`src/hw/rtl/fbc_pkg.sv`:
```
// Shared types and constants for the frustum box culling block.
// No dependencies; imported by every module of the block.

package fbc_pkg;

    localparam int COORD_W  = 32;
    localparam int COEF_W   = COORD_W + 1;
    localparam int PROD_W   = COEF_W + COORD_W;
    localparam int SUM_W    = PROD_W + 2;
    localparam int NUM_COLS = 4;
    localparam int PLANE_W  = 3;
    localparam int ROW_W    = 2;

    localparam logic [PLANE_W-1:0] LAST_PLANE = 3'd5;
    localparam logic [PLANE_W-1:0] FLUSH_LAST = 3'd1;

    localparam logic FUNC_LOAD = 1'b0;
    localparam logic FUNC_TEST = 1'b1;

    // tdata layout of an input item
    localparam int TD_ROW_IDX = 0;
    localparam int TD_ROW_X   = TD_ROW_IDX + ROW_W;
    localparam int TD_ROW_Y   = TD_ROW_X + COORD_W;
    localparam int TD_ROW_Z   = TD_ROW_Y + COORD_W;
    localparam int TD_ROW_W   = TD_ROW_Z + COORD_W;
    localparam int TD_MIN_X   = TD_ROW_W + COORD_W;
    localparam int TD_MIN_Y   = TD_MIN_X + COORD_W;
    localparam int TD_MIN_Z   = TD_MIN_Y + COORD_W;
    localparam int TD_MAX_X   = TD_MIN_Z + COORD_W;
    localparam int TD_MAX_Y   = TD_MAX_X + COORD_W;
    localparam int TD_MAX_Z   = TD_MAX_Y + COORD_W;
    localparam int S_TDATA_W  = 328;
    localparam int M_TDATA_W  = 8;

    typedef struct packed {
        logic               wr_row;
        logic               start;
        logic               issue;
        logic [PLANE_W-1:0] plane;
        logic               res_load;
    } fbc_cmd_t;

endpackage

```
`src/hw/rtl/fbc_ctrl.sv`:
```
// Controller for the frustum box culling block: input handshake, plane
// sequencing and result register valid. Depends on fbc_pkg.

module fbc_ctrl import fbc_pkg::*; (
    input  logic     aclk,
    input  logic     aresetn,
    input  logic     s_tvalid,
    output logic     s_tready,
    input  logic     func,
    output logic     m_tvalid,
    input  logic     m_tready,
    output fbc_cmd_t cmd
);

    typedef enum logic [1:0] {ST_IDLE, ST_RUN, ST_FLUSH, ST_DONE} state_t;

    state_t             state_reg, state_next;
    logic [PLANE_W-1:0] cnt_reg, cnt_next;
    logic               m_tvalid_reg, m_tvalid_next;
    logic               accept;

    assign s_tready = (state_reg == ST_IDLE);
    assign accept   = s_tvalid && s_tready;
    assign m_tvalid = m_tvalid_reg;

    always_comb begin
        state_next    = state_reg;
        cnt_next      = cnt_reg;
        m_tvalid_next = m_tvalid_reg && !m_tready;
        cmd.wr_row    = accept && (func == FUNC_LOAD);
        cmd.start     = accept && (func == FUNC_TEST);
        cmd.issue     = (state_reg == ST_RUN);
        cmd.plane     = cnt_reg;
        cmd.res_load  = 1'b0;
        case (state_reg)
            ST_IDLE: begin
                cnt_next = '0;
                if (cmd.start) begin
                    state_next = ST_RUN;
                end
            end
            ST_RUN: begin
                if (cnt_reg == LAST_PLANE) begin
                    cnt_next   = '0;
                    state_next = ST_FLUSH;
                end else begin
                    cnt_next = cnt_reg + 1'b1;
                end
            end
            ST_FLUSH: begin
                if (cnt_reg == FLUSH_LAST) begin
                    cnt_next   = '0;
                    state_next = ST_DONE;
                end else begin
                    cnt_next = cnt_reg + 1'b1;
                end
            end
            ST_DONE: begin
                if (!m_tvalid_reg || m_tready) begin
                    cmd.res_load  = 1'b1;
                    m_tvalid_next = 1'b1;
                    state_next    = ST_IDLE;
                end
            end
            default: begin
                state_next = ST_IDLE;
            end
        endcase
    end

    always_ff @(posedge aclk) begin
        if (!aresetn) begin
            state_reg    <= ST_IDLE;
            cnt_reg      <= '0;
            m_tvalid_reg <= 1'b0;
        end else begin
            state_reg    <= state_next;
            cnt_reg      <= cnt_next;
            m_tvalid_reg <= m_tvalid_next;
        end
    end

endmodule

```
`config.mk`:
```
export PLATFORM = sky130hd
export DESIGN_NAME = fbc_ctrl
export DESIGN_NICKNAME = d
export VERILOG_FILES = /design/src/hw/rtl/fbc_pkg.sv /design/src/hw/rtl/fbc_ctrl.sv
export SDC_FILE = /design/constraint.sdc
export NUM_CORES = 1
export LEC_CHECK = 0
export ABC_CLOCK_PERIOD_IN_PS = 1700
export BUFFER_PORTS_ARGS = -buffer_cell sky130_fd_sc_hd__buf_4
export CELL_PAD_IN_SITES_DETAIL_PLACEMENT = 1
export CELL_PAD_IN_SITES_GLOBAL_PLACEMENT = 2
export CORE_MARGIN = 4
export CORE_UTILIZATION = 27
export CTS_BUF_LIST = sky130_fd_sc_hd__clkbuf_2 sky130_fd_sc_hd__clkbuf_4 sky130_fd_sc_hd__clkbuf_8
export DETAILED_ROUTE_END_ITERATION = 16
export PLACE_DENSITY_LB_ADDON = 0.1
export SLEW_MARGIN = 20
export SYNTH_ARGS = -nofsm -noshare
export SYNTH_HDL_FRONTEND = slang
export SYNTH_SLANG_ARGS = --single-unit
```
`constraint.sdc`:
```
create_clock -name aclk -period 1.7 [get_ports aclk]
set_input_delay 0.17 -clock aclk [delete_from_list [all_inputs] [get_ports aclk]]
set_output_delay 0.17 -clock aclk [all_outputs]
set_load 0.05 [all_outputs]
```
Yosys cells after proc, flatten, opt, wreduce, memory -nomap -nowiden
Cells that the tools add are included.
Widths: inputs -> output; s select.
{"block": "totals", "ff_bits": 6, "out_inout_bits": 9, "wordCells": 36}
{"block": "op_classes", "add_sub_neg": 1, "n_eq_ne": 9, "mux": 12, "n_bitwise": 1, "n_reduce_logical": 10}
{"op": "$pmux 3 s3", "count": 1}
{"op": "$mux 2", "count": 4}
{"op": "$pmux 2 s4", "count": 1}
{"op": "$mux 3", "count": 2}
{"op": "$eq 2x2->1 const B", "count": 2}
{"op": "$logic_and 1x1->1", "count": 4}
{"op": "$mux 1", "count": 4}
{"op": "$ne 2x1->1 const B", "count": 2}
{"op": "$ne 2x2->1 const B", "count": 2}
{"op": "$reduce_and 4->1", "count": 1}
{"op": "$add 3x1->3 const B", "count": 1}
{"op": "$eq 3x1->1 const B", "count": 1}
{"op": "$eq 3x3->1 const B", "count": 1}
{"op": "$reduce_bool 3->1", "count": 1}
{"op": "$eq 2x1->1 const B", "count": 1}
{"op": "$logic_not 1->1", "count": 2}
{"op": "$logic_not 2->1", "count": 1}
{"op": "$logic_or 1x1->1", "count": 1}
{"op": "$not 1->1", "count": 1}

Longest topological paths before layout
{"block": "logic_depth", "depth_word": 5, "mapped_depth": 6}

Least setup slack after synthesis
No wires, ideal clock.
{"block": "synth_timing", "path_kind": "register -> output", "startpoint": "reg state_reg[0]", "endpoint": "out cmd[6] (netlist name)", "arrival_time_ns": 1.694, "path_slack_ns": -0.164, "path_stages_with_launch": 5, "n_path_buf": 0, "cell_sequence": "dfxtp_1 > inv_1 > ha_1 > nand2_1 > nor2_1"}
{"element": "start, declared", "line_no": "fbc_ctrl.sv:17", "text": "state_t state_reg, state_next;"}
{"element": "start signal, assigned", "line_no": "fbc_ctrl.sv:77", "text": "state_reg <= state_next;"}
{"element": "end, declared", "line_no": "fbc_ctrl.sv:12", "text": "output fbc_cmd_t cmd"}

Worst setup path after layout
{"block": "layout_timing", "startpoint": "reg state_reg[0]", "endpoint": "reg state_reg[0]"}
{"block": "layout_between", "elab_chain_cells": 5}
{"element": "$logic_not 2->1", "line_no": "fbc_ctrl.sv:22, fbc_ctrl.sv:35"}
{"element": "$logic_and 1x1->1", "line_no": "fbc_ctrl.sv:23", "text": "assign accept = s_tvalid && s_tready;"}
{"element": "$logic_and 1x1->1", "line_no": "fbc_ctrl.sv:31", "text": "cmd.start = accept && (func == FUNC_TEST);"}
{"element": "$ne 2x1->1 (no line)"}
{"element": "$reduce_and 4->1 (no line)"}
Several ways; a longest one is shown, not always the timed one.
A chain may end at the register's enable or synchronous reset.

==> out/summary.txt <==
Sequential cell area - 125 um2
Floorplan core area - 1320 um2
Count of input and output buffers - 13
Number of buffers added by the clock tree synthesis step - 3
Overall global routing resource usage - 0.112
Global routing usage on met1 - 0.121
Internal power - 0.497 mW
Sequential group share of total power - 0.215
Cell with the biggest individual delay on the critical path - sky130_fd_sc_hd__dfxtp_4
Number of vias per cell after detailed routing - 5.00
FF+latch count, synth - 6
Seq/Total Area, Yosys - 0.311
Share of post-route cells with drive strength above 1 - 0.426
Horiz. Die Dim - 45.8 um
Net count of the finished layout - 73
Hold path cells - 2
Reg-to-reg endpoint - state_reg[0]$_SDFFE_PN0P_
Clk_lat worst skew - 250 ps
Synth Net Count - 54
Largest register FFs - 3
Final clock skew - 1.40 ps
Number of warnings printed during yosys synthesis - 0
Effective utilization at floorplan - 0.293
Unrepaired setup endpoints after global routing - no
Synth cell types - 18
Y dimension of the die - 45.8 um
Slack of the worst reg-to-reg path - 140 ps
End point of the most critical hold path - m_tvalid$_SDFF_PN0_
Met3 track demand over resource in global routing - 0.0553
Number of antenna repair diodes - 0
H-tree depth reported by CTS - 1
Crit path required time - 1870 ps
Worst IR Drop VDD - 655 uV
Synthesized netlist cell count - 44
Vias - 380
Post-DRT Antenna Nets - 0
Largest stage delay, worst path - 360 ps
Number of global-route vias before repair - 380
Final total negative setup slack - 0 ps
Final period demand of the worst path - 1560 ps
Signal arrival time at the worst endpoint - 1740 ps
Number of hold-slack violations in the final timing report - 0
Avg WL per Cell - 14.3 um
Worst Setup End Kind - flip-flop
End-of-flow core utilization - 0.422
Total global routing overflow - 0
Largest net degree at the start of global routing - 9
Maximum clock frequency - 640 MHz
IO Pins - 14
Worst relative slew slack - 0.793
Post-detailed-routing wire length - 1.09 mm
Number of antenna violations at the first check in global routing - 0
Buffer depth of the longest clock path - 2
Max capacitance violation total - 0
Leakage Power - 0.244 nW
Worst reg2reg path startpoint - state_reg[0]$_SDFFE_PN0P_
Fraction of power consumed by combinational cells - 0.642
Power density cells - 1800 nW/um2
Share of the cycle needed by the critical path after routing - 0.919
Detail Placement HPWL - 851 um
Mapped Avg Cell Area - 8.79 um2
NetSw - 0.506 mW
Cell count of the worst reg-to-reg path - 6
Synth-to-Final Area Change - 43.7%
Post-detailed-route DRC marker count - 0
First-pass iteration count of the detailed router - 4
Global routing usage on met2 - 0.170
Critical-path cell list - inv_1 > ha_2 > nor2_1 > a31oi_2 > a221oi_2 > mux2i_1
TritonCTS clock tree - done
Hold path startpoint - aresetn
Hold buffers post-CTS - 0
Most used routing layer in global routing - met2
Total standard cell area after synthesis - 387 um2
Maximum net fanout on the critical path - 5
TritonCTS sink count - 6
Setup violators final - 0
Buffer type at the clock tree root - sky130_fd_sc_hd__clkbuf_4
Footprint of the multi-input gates - 273 um2
Global-route wire length before repair - 1.64 mm
Critical path class - reg2reg
Clock transition time at the flip-flop clock pins of the worst setup and hold paths - 50 ps
Die area - 2100 um2
Worst hold path class - in2reg
Final Max Tran Viols - 0
Result of the run - finished clean
Rows - 13
Layout filler cell count - 156
Clock power share - 0.143
Sw Share - 0.504
1st-iter DRT viols - 9
Weighted congestion reported at the end of routability-driven placement - 0.733
Worst-margin pin slew - 310 ps
Setup crit start kind - flip-flop
## critical path: cells and delay by family, from the launching register on
kind                       cells  cell delay [ps]
DFF                            1              360
adders and majority gates      1              210
buffers and inverters          1               70
muxes                          1              230
and+or+nand+nor                1              230
AOI/OAI and AO/OA              2              380
## placed cells by master, fill, tap and decap left out, drive strengths merged, types with 2 or more instances in the layout
master and n:
buf 14, clkbuf 3, dfxtp 6, ha 5
inv 3, mux2i 3, nand2 6, nor2 4
nor2b 5, o21ai 2
## synth_stat cells (all sizes together)
master  n  area (um2)
a21boi  1        7.51
nand2   6        22.5
dfxtp   6         120
mux2    1        11.3
a32oi   1        8.76
nor2    4        15.0
nor2b   5        31.3
nand4   1        6.26
a221oi  1        15.0
a31oi   1        6.26
ha      5        62.6
o21ai   2        10.0
inv     3        11.3
nor3b   1        7.51
mux2i   3        30.0
o21a    1        7.51
and3    1        6.26
a22oi   1        7.51
## per-layer routing
layer | wire length (um) | share of wire
met1 | 455 | 0.42
met2 | 513 | 0.47
met3 | 108 | 0.099
met4 | 11 | 0.010
met5 | 0 | 0
## logic make-up after synthesis
kind of cell | Yosys count | share of synthesized area
AO/OA/AOI/OAI | 8 | 0.162
adder cells (fa/ha/maj) | 5 | 0.162
buffers and inverters | 3 | 0.0291
flip-flops | 6 | 0.311
multiplexers | 4 | 0.107
AND/OR/NAND/NOR | 18 | 0.230
## final cells by class
cell class	count	share of cell area
multi-input combinational	35	0.491
sequential	6	0.225
timing repair buffer	14	0.189
clock buffer	3	0.0405
tap	15	0.0338
inverter	3	0.0203
## power groups by stage
| stage | sequential (mW) | combinational [mW] | clock (mW) |
|---|---|---|---|
| after detailed placement | 0.210 | 0.594 | 0 |
| after global routing | 0.222 | 0.686 | 0.157 |
| after global placement | 0.200 | 0.566 | 0 |
| after CTS | 0.208 | 0.597 | 0.143 |
| final | 0.216 | 0.643 | 0.143 |
| after floorplan | 0.218 | 0.424 | 0 |
## timing repair
action	CTS	global route
pin swaps	0	1
endpoints found under the setup margin	1	2
cloned	0	0
buffers inserted	0	1
resized for setup	1	6
hold endpoints to repair	0	0
## stage by stage
step	std cells	worst slack, ps	cell area [um2]	hold WS, ps	total power, mW
5_1_grt	76	6.78	556	184	1.07
6_report	76	137	556	184	1.00
3_3_place_gp	72	140	505	440	0.766
4_1_cts	75	6.81	529	187	0.949
2_1_floorplan	44	6.59	389	288	0.642
3_5_place_dp	72	7.83	505	445	0.804
## worst max path at each step
stage | start | end | cells after the start
finish | state_reg[0]$_SDFFE_PN0P_ | state_reg[0]$_SDFFE_PN0P_ | 6
global placement | state_reg[0]$_SDFFE_PN0P_ | state_reg[0]$_SDFFE_PN0P_ | 6
detailed placement | state_reg[0]$_SDFFE_PN0P_ | state_reg[0]$_SDFFE_PN0P_ | 6
CTS | state_reg[1]$_SDFFE_PN0P_ | state_reg[0]$_SDFFE_PN0P_ | 6
floorplan | state_reg[1]$_SDFFE_PN0P_ | state_reg[0]$_SDFFE_PN0P_ | 6
global route | state_reg[1]$_SDFFE_PN0P_ | state_reg[0]$_SDFFE_PN0P_ | 6
(Power assumes the default switching activity.)
